**src/design/astk_pkg.sv**
```systemverilog
// ----------------------------------------------------------------------------
// astk_pkg: shared types, constants and functions
// Constants of the probe filter, keypad bands and scan channels, and the record
// passed from the scan core to the output stage.
// ----------------------------------------------------------------------------
package astk_pkg;

  localparam int unsigned AdcW       = 12;
  localparam int unsigned FiltW      = 32;
  localparam int unsigned TenthsW    = 11;
  localparam int unsigned KeyW       = 5;
  localparam int unsigned ChanW      = 2;
  localparam int unsigned PaddrW     = 2;
  localparam int unsigned PdataW     = 32;

  localparam logic [AdcW-1:0] UnplugReset = 12'hEEE;

  localparam logic signed [39:0] FiltOffset = 40'sd3751936;
  localparam logic [10:0]        FiltSlope  = 11'd1490;

  localparam logic [AdcW-1:0] KeyBand0 = 12'd80;
  localparam logic [AdcW-1:0] KeyBand1 = 12'd282;
  localparam logic [AdcW-1:0] KeyBand2 = 12'd574;
  localparam logic [AdcW-1:0] KeyBand3 = 12'd1057;
  localparam logic [AdcW-1:0] KeyBand4 = 12'd2000;

  localparam logic [ChanW-1:0] ChanInternal = 2'd0;
  localparam logic [ChanW-1:0] ChanExternal = 2'd1;
  localparam logic [ChanW-1:0] ChanKeypad   = 2'd2;

  localparam logic [PaddrW-1:0] AddrUnplugThreshold = 2'd0;

  typedef struct packed {
    logic [ChanW-1:0]        start_channel;
    logic signed [FiltW-1:0] filt_internal;
    logic signed [FiltW-1:0] filt_external;
    logic [1:0]              plug_flags;
    logic [AdcW-1:0]         raw_keypad;
  } scan_rec_t;

  function automatic logic signed [FiltW-1:0] filter_update(
    input logic signed [FiltW-1:0] old_val,
    input logic [AdcW-1:0]         raw
  );
    logic signed [39:0] old_ext;
    logic signed [39:0] slope_term;
    logic signed [39:0] acc;
    old_ext    = 40'(old_val);
    slope_term = $signed({17'd0, FiltSlope * {11'd0, raw}});
    acc        = FiltOffset - slope_term + (old_ext <<< 6) - old_ext;
    return acc[FiltW+5:6];
  endfunction

  function automatic logic [TenthsW-1:0] to_tenths(input logic signed [FiltW-1:0] q16);
    logic signed [35:0] prod;
    logic signed [35:0] adj;
    prod = (36'(q16) <<< 3) + (36'(q16) <<< 1);
    adj  = prod[35] ? prod + 36'sd65535 : prod;
    return adj[TenthsW+15:16];
  endfunction

  function automatic logic [KeyW-1:0] key_decode(input logic [AdcW-1:0] v);
    logic [KeyW-1:0] mask;
    priority if (v < KeyBand0) mask = 5'b00001;
    else if (v < KeyBand1)     mask = 5'b00010;
    else if (v < KeyBand2)     mask = 5'b00100;
    else if (v < KeyBand3)     mask = 5'b01000;
    else if (v < KeyBand4)     mask = 5'b10000;
    else                       mask = 5'b00000;
    return mask;
  endfunction

endpackage

```
**src/design/astk_cfg_regs.sv**
```systemverilog
// ----------------------------------------------------------------------------
// astk_cfg_regs: configuration register file
// APB-style slave holding the probe unplug threshold.
// ----------------------------------------------------------------------------
module astk_cfg_regs (
  input  logic                       clk_i,
  input  logic                       rst_ni,
  input  logic                       psel,
  input  logic                       penable,
  input  logic                       pwrite,
  input  logic [astk_pkg::PaddrW-1:0] paddr,
  input  logic [astk_pkg::PdataW-1:0] pwdata,
  output logic [astk_pkg::PdataW-1:0] prdata,
  output logic                       pready,
  output logic [astk_pkg::AdcW-1:0]   unplug_threshold_o
);
  import astk_pkg::*;

  logic [AdcW-1:0] thr_q;
  logic            wr_en;

  assign pready = 1'b1;
  assign wr_en  = psel && penable && pwrite && (paddr == AddrUnplugThreshold);

  always_ff @(posedge clk_i or negedge rst_ni) begin
    if (!rst_ni) begin
      thr_q <= UnplugReset;
    end else if (wr_en) begin
      thr_q <= pwdata[AdcW-1:0];
    end
  end

  always_comb begin
    prdata = '0;
    if (paddr == AddrUnplugThreshold) begin
      prdata = {{(PdataW-AdcW){1'b0}}, thr_q};
    end
  end

  assign unplug_threshold_o = thr_q;

endmodule

```
**src/design/astk_scan_core.sv**
```systemverilog
// ----------------------------------------------------------------------------
// astk_scan_core: scan sequencer and probe filter
// Registers each conversion result, then advances the scan phase, stores raw
// readings and runs the filter update into the record register.
// ----------------------------------------------------------------------------
module astk_scan_core (
  input  logic                      clk_i,
  input  logic                      rst_ni,
  input  logic                      in_valid_i,
  output logic                      in_stall_o,
  input  logic [astk_pkg::AdcW-1:0] adc_value_i,
  input  logic [astk_pkg::AdcW-1:0] unplug_threshold_i,
  output logic                      rec_valid_o,
  input  logic                      rec_ready_i,
  output astk_pkg::scan_rec_t       rec_o
);
  import astk_pkg::*;

  localparam logic [1:0] PhStart    = 2'd0;
  localparam logic [1:0] PhInternal = 2'd1;
  localparam logic [1:0] PhExternal = 2'd2;
  localparam logic [1:0] PhKeypad   = 2'd3;

  logic [AdcW-1:0]         adc_q;
  logic                    in_v_q;
  logic                    rec_v_q;
  scan_rec_t               rec_q;
  logic [1:0]              phase_q, phase_d;
  logic [AdcW-1:0]         raw_int_q, raw_int_d;
  logic [AdcW-1:0]         raw_ext_q, raw_ext_d;
  logic [AdcW-1:0]         raw_key_q, raw_key_d;
  logic signed [FiltW-1:0] filt_int_q, filt_int_d;
  logic signed [FiltW-1:0] filt_ext_q, filt_ext_d;
  logic [1:0]              plug_q, plug_d;
  logic [ChanW-1:0]        start_d;
  logic                    rec_slot_free;
  logic                    advance;
  logic                    in_take;

  assign rec_slot_free = !rec_v_q || rec_ready_i;
  assign advance       = in_v_q && rec_slot_free;
  assign in_stall_o    = in_v_q && !rec_slot_free;
  assign in_take       = in_valid_i && !in_stall_o;

  always_comb begin
    phase_d    = phase_q;
    raw_int_d  = raw_int_q;
    raw_ext_d  = raw_ext_q;
    raw_key_d  = raw_key_q;
    filt_int_d = filt_int_q;
    filt_ext_d = filt_ext_q;
    plug_d     = plug_q;
    start_d    = ChanInternal;
    unique case (phase_q)
      PhStart: begin
        start_d = ChanInternal;
        phase_d = PhInternal;
      end
      PhInternal: begin
        raw_int_d = adc_q;
        start_d   = ChanExternal;
        phase_d   = PhExternal;
      end
      PhExternal: begin
        raw_ext_d = adc_q;
        start_d   = ChanKeypad;
        phase_d   = PhKeypad;
      end
      PhKeypad: begin
        raw_key_d  = adc_q;
        start_d    = ChanInternal;
        phase_d    = PhInternal;
        filt_int_d = filter_update(filt_int_q, raw_int_q);
        filt_ext_d = filter_update(filt_ext_q, raw_ext_q);
        plug_d     = {raw_ext_q <= unplug_threshold_i, raw_int_q <= unplug_threshold_i};
      end
      default: begin
        phase_d = PhStart;
      end
    endcase
  end

  always_ff @(posedge clk_i or negedge rst_ni) begin
    if (!rst_ni) begin
      in_v_q     <= 1'b0;
      rec_v_q    <= 1'b0;
      phase_q    <= PhStart;
      raw_int_q  <= '0;
      raw_ext_q  <= '0;
      raw_key_q  <= '0;
      filt_int_q <= '0;
      filt_ext_q <= '0;
      plug_q     <= '0;
    end else begin
      if (in_take) begin
        in_v_q <= 1'b1;
      end else if (advance) begin
        in_v_q <= 1'b0;
      end
      if (advance) begin
        rec_v_q    <= 1'b1;
        phase_q    <= phase_d;
        raw_int_q  <= raw_int_d;
        raw_ext_q  <= raw_ext_d;
        raw_key_q  <= raw_key_d;
        filt_int_q <= filt_int_d;
        filt_ext_q <= filt_ext_d;
        plug_q     <= plug_d;
      end else if (rec_ready_i) begin
        rec_v_q <= 1'b0;
      end
    end
  end

  always_ff @(posedge clk_i) begin
    if (in_take) begin
      adc_q <= adc_value_i;
    end
    if (advance) begin
      rec_q.start_channel <= start_d;
      rec_q.filt_internal <= filt_int_d;
      rec_q.filt_external <= filt_ext_d;
      rec_q.plug_flags    <= plug_d;
      rec_q.raw_keypad    <= raw_key_d;
    end
  end

  assign rec_valid_o = rec_v_q;
  assign rec_o       = rec_q;

endmodule

```
**src/design/astk_out_stage.sv**
```systemverilog
// ----------------------------------------------------------------------------
// astk_out_stage: result formatting and output register
// Converts filter state to tenths of a degree, decodes the keypad band and
// holds the result item until it is taken.
// ----------------------------------------------------------------------------
module astk_out_stage (
  input  logic                         clk_i,
  input  logic                         rst_ni,
  input  logic                         rec_valid_i,
  output logic                         rec_ready_o,
  input  astk_pkg::scan_rec_t          rec_i,
  output logic                         out_valid_o,
  input  logic                         out_stall_i,
  output logic [astk_pkg::ChanW-1:0]   start_channel_o,
  output logic signed [astk_pkg::TenthsW-1:0] temp_internal_tenths_o,
  output logic signed [astk_pkg::TenthsW-1:0] temp_external_tenths_o,
  output logic                         internal_plugged_o,
  output logic                         external_plugged_o,
  output logic [astk_pkg::KeyW-1:0]    key_mask_o
);
  import astk_pkg::*;

  logic              out_v_q;
  logic              load;
  logic [ChanW-1:0]  chan_q;
  logic [TenthsW-1:0] t_int_q;
  logic [TenthsW-1:0] t_ext_q;
  logic [1:0]        plug_q;
  logic [KeyW-1:0]   key_q;

  assign rec_ready_o = !out_v_q || !out_stall_i;
  assign load        = rec_valid_i && rec_ready_o;

  always_ff @(posedge clk_i or negedge rst_ni) begin
    if (!rst_ni) begin
      out_v_q <= 1'b0;
    end else if (rec_ready_o) begin
      out_v_q <= rec_valid_i;
    end
  end

  always_ff @(posedge clk_i) begin
    if (load) begin
      chan_q  <= rec_i.start_channel;
      t_int_q <= to_tenths(rec_i.filt_internal);
      t_ext_q <= to_tenths(rec_i.filt_external);
      plug_q  <= rec_i.plug_flags;
      key_q   <= key_decode(rec_i.raw_keypad);
    end
  end

  assign out_valid_o            = out_v_q;
  assign start_channel_o        = chan_q;
  assign temp_internal_tenths_o = $signed(t_int_q);
  assign temp_external_tenths_o = $signed(t_ext_q);
  assign internal_plugged_o     = plug_q[0];
  assign external_plugged_o     = plug_q[1];
  assign key_mask_o             = key_q;

endmodule

```
**src/design/adc_scan_temp_filter_keypad_top.sv**
```systemverilog
// ----------------------------------------------------------------------------
// adc_scan_temp_filter_keypad_top: ADC scan, probe filter and keypad decode
// Round-robin ADC channel sequencing with low-pass filtered probe temperatures,
// probe-plugged detection and a one-hot analog keypad mask.
// ----------------------------------------------------------------------------
//  Channel   Direction  Handshake                 Payload
//  input     in         in_valid_i / in_stall_o   adc_value_i
//  output    out        out_valid_o / out_stall_i start_channel_o, temps, flags, key
//  config    in         psel/penable/pready       paddr, pwdata, prdata
//
// One item is accepted per cycle while in_stall_o is low; each item's result passes
// through the input register, the filter update register and the output register
// before it appears on the outputs.
// The filter update and tenths conversion each sit in their own register stage.
// Reset clears the scan phase, raw readings and filter state, and sets the
// threshold to 3822.
// A stall on the output backs up through the stages and then stalls the input.
// ----------------------------------------------------------------------------
module adc_scan_temp_filter_keypad_top (
  input  logic                         clk_i,
  input  logic                         rst_ni,
  input  logic                         in_valid_i,
  output logic                         in_stall_o,
  input  logic [astk_pkg::AdcW-1:0]    adc_value_i,
  output logic                         out_valid_o,
  input  logic                         out_stall_i,
  output logic [astk_pkg::ChanW-1:0]   start_channel_o,
  output logic signed [astk_pkg::TenthsW-1:0] temp_internal_tenths_o,
  output logic signed [astk_pkg::TenthsW-1:0] temp_external_tenths_o,
  output logic                         internal_plugged_o,
  output logic                         external_plugged_o,
  output logic [astk_pkg::KeyW-1:0]    key_mask_o,
  input  logic                         psel,
  input  logic                         penable,
  input  logic                         pwrite,
  input  logic [astk_pkg::PaddrW-1:0]  paddr,
  input  logic [astk_pkg::PdataW-1:0]  pwdata,
  output logic [astk_pkg::PdataW-1:0]  prdata,
  output logic                         pready
);
  import astk_pkg::*;

  logic [AdcW-1:0] unplug_threshold;
  logic            rec_valid;
  logic            rec_ready;
  scan_rec_t       rec;

  astk_cfg_regs u_cfg (
    .clk_i              (clk_i),
    .rst_ni             (rst_ni),
    .psel               (psel),
    .penable            (penable),
    .pwrite             (pwrite),
    .paddr              (paddr),
    .pwdata             (pwdata),
    .prdata             (prdata),
    .pready             (pready),
    .unplug_threshold_o (unplug_threshold)
  );

  astk_scan_core u_core (
    .clk_i              (clk_i),
    .rst_ni             (rst_ni),
    .in_valid_i         (in_valid_i),
    .in_stall_o         (in_stall_o),
    .adc_value_i        (adc_value_i),
    .unplug_threshold_i (unplug_threshold),
    .rec_valid_o        (rec_valid),
    .rec_ready_i        (rec_ready),
    .rec_o              (rec)
  );

  astk_out_stage u_out (
    .clk_i                  (clk_i),
    .rst_ni                 (rst_ni),
    .rec_valid_i            (rec_valid),
    .rec_ready_o            (rec_ready),
    .rec_i                  (rec),
    .out_valid_o            (out_valid_o),
    .out_stall_i            (out_stall_i),
    .start_channel_o        (start_channel_o),
    .temp_internal_tenths_o (temp_internal_tenths_o),
    .temp_external_tenths_o (temp_external_tenths_o),
    .internal_plugged_o     (internal_plugged_o),
    .external_plugged_o     (external_plugged_o),
    .key_mask_o             (key_mask_o)
  );

endmodule
```
**config.mk**
```make
export PLATFORM = sky130hd
export DESIGN_NAME = adc_scan_temp_filter_keypad_top
export DESIGN_NICKNAME = d
export VERILOG_FILES = /design/src/design/astk_pkg.sv /design/src/design/astk_cfg_regs.sv /design/src/design/astk_scan_core.sv /design/src/design/astk_out_stage.sv /design/src/design/adc_scan_temp_filter_keypad_top.sv
export SDC_FILE = /design/constraint.sdc
export NUM_CORES = 1
export LEC_CHECK = 0
export BUFFER_PORTS_ARGS = -buffer_cell sky130_fd_sc_hd__buf_4
export CAP_MARGIN = 20
export CORE_UTILIZATION = 40
export CTS_BUF_LIST = sky130_fd_sc_hd__clkbuf_4 sky130_fd_sc_hd__clkbuf_8 sky130_fd_sc_hd__clkbuf_16
export DETAILED_ROUTE_END_ITERATION = 10
export MAX_ROUTING_LAYER = met4
export PLACE_DENSITY = 0.54
export SLEW_MARGIN = 5
export SYNTH_ARGS = -nofsm -noshare
export SYNTH_HDL_FRONTEND = slang
export SYNTH_SLANG_ARGS = --single-unit
```
**constraint.sdc**
```tcl
create_clock -name clk_i -period 11.2 [get_ports clk_i]
set_input_delay 1.12 -clock clk_i [delete_from_list [all_inputs] [get_ports clk_i]]
set_output_delay 1.12 -clock clk_i [all_outputs]
set_load 0.01 [all_outputs]
```
==> results by group, run 1 <==
CTS
  – CTS HTree Levels: 1
  – Clock sink count: 232
  – Clock tree buffer depth: 3
  – CTS root buf: clkbuf_16
  – Num CTS Buffers: 29
  – Hold-fix buffers, CTS: 0
  – CTS tree: built
  – Clock slew at reported path FFs: 60 ps
  – Clk Latency, worst-skew pair: 570 ps
  – Cts repair resizes: 0
  – Post-CTS setup buffers: 0

STA
  – Final Hold Fails: 0
  – Fin crit share: 0.835
  – Clock skew: 11.8 ps
  – RSZ-0062 raised after global routing: false
  – F_max: 107 MHz
  – Hold WS: 425 ps
  – Slew Viols, Final: 0
  – Final setup vio count: 0
  – Slew margin rel.: 0.410
  – Worst Max-Slew Pin Slew: 885 ps
  – Fin crit period: 9350 ps
  – Total negative slack: 0 ps

Final layout
  – Highest-count cells in the layout ignoring fill and taps: 307 x ha_1, 281 x inv_1, 175 x nand2_1
  – Post-Layout Cell Count: 3197
  – Area Growth Syn to Fin: 10.3%
  – N_diodes: 0
  – Commonest non-fill, non-tap cell in the layout: ha_1
  – Share of cells above drive strength 1: 0.112
  – Layout Nets: 2909

Logic synthesis
  – Ys flop type: edfxtp_1
  – Top cells by area, synth: ha_1 17%, edfxtp_1 15%, dfrtp_1 12%, fa_1 11%, inv_1 4.6%
  – Netlist cell types: 96
  – Synth Cell Area: 0.0229 mm^2
  – FFs w/ async S/R, synth: 0.513
  – Post-synthesis sequential area ratio: 0.279
  – Post-synth top area cell: ha_1
  – #FFs+latches synth: 232
  – Cell count after synthesis: 2352
  – Top cell type's share of synthesized area: 0.169
  – Number of synthesized flops with an enable pin: 113
  – Post-Syn Area per Cell: 9.72 um^2
  – Synth Warn #: 0

Routing
  – Total number of vias: 16.5k
  – Post-DR wirelength/cell: 16.2 um
  – Routed Antenna Nets: 0
  – Avg Vias per Cell: 5.18
  – Initial drt markers: 1013
  – Final wirelength: 51900 um
  – TritonRoute pass-1 iters: 5
  – DR DRC count: 0

Global routing
  – Number of global-route vias before repair: 16.9k
  – GR Overflow Total: 0
  – First-pass GRT wire length: 87000 um
  – Total track usage: 0.192
  – Largest net degree at the start of global routing: 67
  – Initial antenna violation count: 1

Worst setup path
  – FF-to-FF setup slack: 1850 ps
  – CP startpoint kind: flip-flop
  – CP Capture Type: flip-flop
  – Critical path required time: 11510 ps
  – Slowest cell on crit path: a21oi_2
  – CP Class: flip-flop to flip-flop
  – CP peak stage delay: 660 ps
  – Crit path DAT: 9660 ps
  – CP max FO: 10

Min path
  – Hold crit path type: flip-flop to flip-flop

Place
  – Hpwl dp: 41000 um
  – Input/output buffers: 77
  – RePlAce Congestion: 0.840
  – Placed insts: 3141

Flow run
  – Max-Cap Viols: 0

Floorplanning
  – Core region area: 0.0564 mm^2
  – Die W: 241 um
  – IO Count: 119
  – Die ar.: 0.0581 mm^2
  – Die extent in y: 241 um
  – Std cell rows: 87
  – Initial Utilization: 0.405

Outcome
  – Status: complete, no violations
[path summary, 6_finish.rpt]
check,to,startpoint,depth (start not counted)
min reg2reg,u_out.plug_q[0],u_core.rec_o[12],0
min in group asynchronous,u_core.filt_int_q[7],rst_ni,1
max in group asynchronous,u_core.filt_ext_q[6],rst_ni,3
max reg2reg,u_core.rec_o[45],u_core.raw_ext_q[2],32
max,u_core.rec_o[45],u_core.raw_ext_q[2],32
min,u_out.plug_q[0],u_core.rec_o[12],0
[critical path: cells and delay by family, from the launching register on]
kind,cells,cell delay [ps]
flip-flops,1,640
XOR/XNOR,3,530
buffers and inverters,6,580
AO/OA/AOI/OAI,13,3410
adder cells (fa/ha/maj),8,3430
AND/OR/NAND/NOR,2,470
[sequential cells by signal (all words and copies together), names as in the netlist, 2 cells and up, named ones only]
register	cells
u_out.temp_internal_tenths_o	11
u_out.key_mask_o	5
u_out.plug_q	2
u_core.rec_o	70
u_cfg.unplug_threshold_o	12
u_core.raw_int_q	12
u_core.plug_q	2
u_core.raw_ext_q	12
u_core.filt_int_q	27
u_out.temp_external_tenths_o	11
u_core.filt_ext_q	27
u_core.adc_q	12
u_core.raw_key_q	12
u_core.phase_q	2
u_out.start_channel_o	2
[kinds of logic (layout without fill, tap and decap cells)]
kind of cell,Yosys count,after routing,synth area share
compound gates,509,509,0.145
buf+inv,353,423,0.0615
xor+xnor,170,170,0.0651
other cells,2,21,0.000329
flops,232,232,0.279
mux,92,92,0.0451
fa+ha+maj,438,438,0.282
simple gates,556,556,0.121
[cell type report]
type	instances	area, um^2
Multi-Input combinational cell	1786	15200
Timing Repair Buffer	86	676
Inverter	283	1060
Fill cell	5519	31200
Sequential cell	232	6380
Clock inverter	18	145
Clock buffer	36	826
Tap cell	756	946
[cell usage after synthesis, drive strengths merged (17+ instances only)]
library cell and number:
ha 308, nand3 43, a21o 58, clkbuf 38, nor2 108, a211oi 19, xor2 56, fa 130
nor2b 22, xnor2 114, nor3 57, dfrtp 110, o21ai 156, inv 283, o21a 24, nand2 175
nand4 32, mux2 87, o21bai 17, buf 32, a21oi 112, edfxtp 113, or3 18
[through the flow]
| stage | instance area (um^2) | utilization | setup slack (ps) |
|---|---|---|---|
| 6_report | 25200 | 0.447 | 1850 |
| 5_1_grt | 25200 | 0.447 | 1170 |
| 4_1_cts | 25200 | 0.446 | 1700 |
| 3_5_place_dp | 24200 | 0.429 | 1680 |
| 3_3_place_gp | 24200 | 0.429 | 1760 |
| 2_1_floorplan | 22900 | - | 2430 |
[routing by layer]
layer,vias to the layer above,share of wire,GRT usage
met3,50,0.033,0.0175
met5,-,0,-
li1,8391,-,-
met2,269,0.45,0.306
met4,0,0.014,0.0351
met1,7838,0.50,0.267
Power of run 1 is not shown: default switching activity piles up to over one toggle a cycle in this logic, so the estimate is an artifact.
==> inputs of run 2 (changes only) <==
ABC_AREA = 1   (was not set)
PLACE_DENSITY = 0.56   (was 0.54)
clock period = 8 ns   (was 11.2 ns; I/O delays follow)
==> results by group, run 2 <==
STA
  – Worst Max-Slew Pin Slew: 893 ps (+8.26 ps)
  – Fin crit share: 0.936 (+0.101)
  – Final Hold Fails: 0 (unchanged)
  – Slew Viols, Final: 0 (unchanged)
  – RSZ-0062 raised after global routing: true
  – PnR worst setup slack: 515 ps (-1330 ps)
  – Final setup vio count: 0 (unchanged)
  – Fin crit period: 7480 ps (-1870 ps)
  – Slew margin rel.: 0.404 (-0.00614)
  – Clock skew: 14.3 ps (+2.51 ps)
  – F_max: 134 MHz (+25%)

Routing
  – Post-DR wirelength/cell: 14.9 um (-8.3%)
  – TritonRoute pass-1 iters: 6 (+1)
  – Final wirelength: 65000 um (+25%)
  – Total number of vias: 21.5k (+30%)
  – Routed Antenna Nets: 0 (unchanged)
  – Initial drt markers: 1118 (+10%)
  – DR DRC count: 0 (unchanged)
  – Avg Vias per Cell: 4.92 (-5.0%)

Logic synthesis
  – Number of synthesized flops with an enable pin: 113 (unchanged)
  – Top cell type's share of synthesized area: 0.151 (-0.0174)
  – Most numerous cell in the Yosys netlist: nand2_1
  – Cell count after synthesis: 3397 (+44%)
  – Most frequent cells after synthesis: 808 x nand2_1, 551 x inv_1, 308 x ha_1
  – #FFs+latches synth: 232 (unchanged)
  – Top cells by area, synth: ha_1 15%, edfxtp_1 13%, nand2_1 12%, dfrtp_1 11%, fa_1 10%
  – FFs w/ async S/R, synth: 0.513 (unchanged)
  – Post-synthesis sequential area ratio: 0.250 (-0.0289)
  – Ys flop type: edfxtp_1
  – Synth Cell Area: 0.0255 mm^2 (+12%)
  – Post-Syn Area per Cell: 7.50 um^2 (-23%)
  – Synth Warn #: 0 (unchanged)
  – Post-synth top area cell: ha_1
  – Netlist cell types: 61 (-36%)

Global routing
  – Largest net degree at the start of global routing: 78 (+16%)
  – GR Overflow Total: 0 (unchanged)
  – First-pass GRT wire length: 106000 um (+22%)
  – Number of global-route vias before repair: 20.8k (+23%)
  – Initial antenna violation count: 1 (unchanged)
  – Total track usage: 0.211 (+0.0195)

CTS
  – Hold-fix buffers, CTS: 0 (unchanged)
  – Cts repair resizes: 0 (unchanged)
  – Clock slew at reported path FFs: 60 ps (about the same)
  – Clock sink count: 232 (unchanged)
  – Clk Latency, worst-skew pair: 580 ps (about the same)
  – Clock tree buffer depth: 3 (unchanged)
  – Post-CTS setup buffers: 0 (unchanged)
  – Num CTS Buffers: 30 (+3.4%)
  – CTS HTree Levels: 1 (unchanged)
  – CTS tree: built
  – CTS root buf: clkbuf_16

Floorplanning
  – Std cell rows: 92 (+5.7%)
  – Die extent in y: 254 um (+5.6%)
  – Die ar.: 0.0647 mm^2 (+11%)
  – Die W: 254 um (+5.6%)
  – Core region area: 0.0630 mm^2 (+12%)
  – IO Count: 119 (unchanged)
  – Initial Utilization: 0.405 (-0.000524)

Final layout
  – Commonest non-fill, non-tap cell in the layout: nand2_1
  – N_diodes: 0 (unchanged)
  – Area of the multi-input gates: 0.0168 mm^2 (+11%)
  – Area Growth Syn to Fin: 10.6%
  – Highest-count cells in the layout ignoring fill and taps: 808 x nand2_1, 551 x inv_1, 307 x ha_1
  – FF/Latch Area: 0.00638 mm^2 (unchanged)
  – # fillers: 6498 (+18%)
  – Share of cells above drive strength 1: 0.0847 (-0.0276)
  – Largest register FFs: 70 (unchanged)
  – Layout Nets: 3986 (+37%)

Worst setup path
  – Critical path required time: 8280 ps (-3230 ps)
  – CP Class: flip-flop to flip-flop
  – Slowest cell on crit path: fa_1
  – CP max FO: 9 (-1)
  – CP startpoint kind: flip-flop
  – Crit path DAT: 7760 ps (-1900 ps)
  – Most frequent CP cell: nand2_1
  – CP Capture Type: flip-flop
  – CP peak stage delay: 540 ps (-120 ps)

Min path
  – Hold crit path type: input pin to async pin

Place
  – Input/output buffers: 77 (unchanged)
  – RePlAce Congestion: 0.929 (+11%)
  – Hpwl dp: 53500 um (+31%)
  – Setup Slack @ Placement: 420 ps (-1260 ps)

Outcome
  – Status: complete, no violations

Flow run
  – Max-Cap Viols: 0 (unchanged)
[run 2: changes by cell type after synthesis, sizes merged, moves of 49 or more]
| cell | delta |
|---|---|
| a21o | -49 |
| a21oi | +81 |
| inv | +287 |
| mux2 | -87 |
| nand2 | +663 |
| nand3 | +153 |
| nor2 | +181 |
| o21ai | +97 |
| xnor2 | -77 |
[run 2: path summary, 6_finish.rpt]
path / startpoint / endpoint / slack (ps) / cells after the start
setup reg to reg: u_core.raw_ext_q[2] / u_core.rec_o[39] / 520 / 31
setup / recovery: u_core.raw_ext_q[2] / u_core.rec_o[39] / 520 / 31
hold / removal: rst_ni / u_core.filt_ext_q[24] / 260 / 1
max in group asynchronous: rst_ni / u_core.raw_key_q[1] / 6560 / 2
min in group clk_i: adc_value_i[11] / u_core.adc_q[11] / 400 / 1
hold reg to reg: u_core.rec_o[78] / u_out.start_channel_o[0] / 430 / 0
[run 2: final cells by class]
type / count / area share
inverters: 573 / 0.0764
clock buffers: 36 / 0.0287
repair buffers: 107 / 0.0286
clock inverters: 20 / 0.00763
flip-flops and latches: 232 / 0.226
multi-input cells: 2551 / 0.595
well taps: 846 / 0.0375
[run 2: per-layer routing]
metal / up-vias / track usage / part of all wire
met1: 9830 / 0.283 / 0.48
li1: 11200 / - / -
met4: 0 / 0.0432 / 0.021
met5: - / - / 0
met2: 356 / 0.344 / 0.46
met3: 71 / 0.0236 / 0.037
[run 2: critical path: cells and delay by family (launching register included)]
family / cells / cell delay [ps]
AO/OA/AOI/OAI: 5 / 630
XOR/XNOR: 1 / 360
AND/OR/NAND/NOR: 11 / 1550
adder cells (fa/ha/maj): 8 / 3620
buffers and inverters: 6 / 580
flip-flops: 1 / 460
[run 2: kinds of logic (layout without fill, tap and decap cells)]
kind of cell / Yosys count / count (layout) / synth area share
and+or+nand+nor: 1466 / 1466 / 0.249
DFF: 232 / 232 / 0.250
AOI/OAI and AO/OA: 523 / 523 / 0.112
other: 2 / 21 / 0.000295
xor gates and xnor gates: 103 / 103 / 0.0382
buffers and inverters: 633 / 736 / 0.0966
adders and majority gates: 438 / 438 / 0.253
[run 2: metrics by stage]
stage / cells / hold slack (ps) / TNS, ps / utilization / cell area (um^2)
CTS: 4365 / 259 / 0 / 0.447 / 28200
floorplan: 3416 / 400 / 0 / - / 25600
global route: 4365 / 295 / -3.43 / 0.448 / 28200
global placement: 4309 / 405 / 0 / 0.431 / 27100
detailed placement: 4309 / 405 / 0 / 0.431 / 27100
finish: 4365 / 256 / 0 / 0.448 / 28200
Power of run 2 is left out for the same reason.
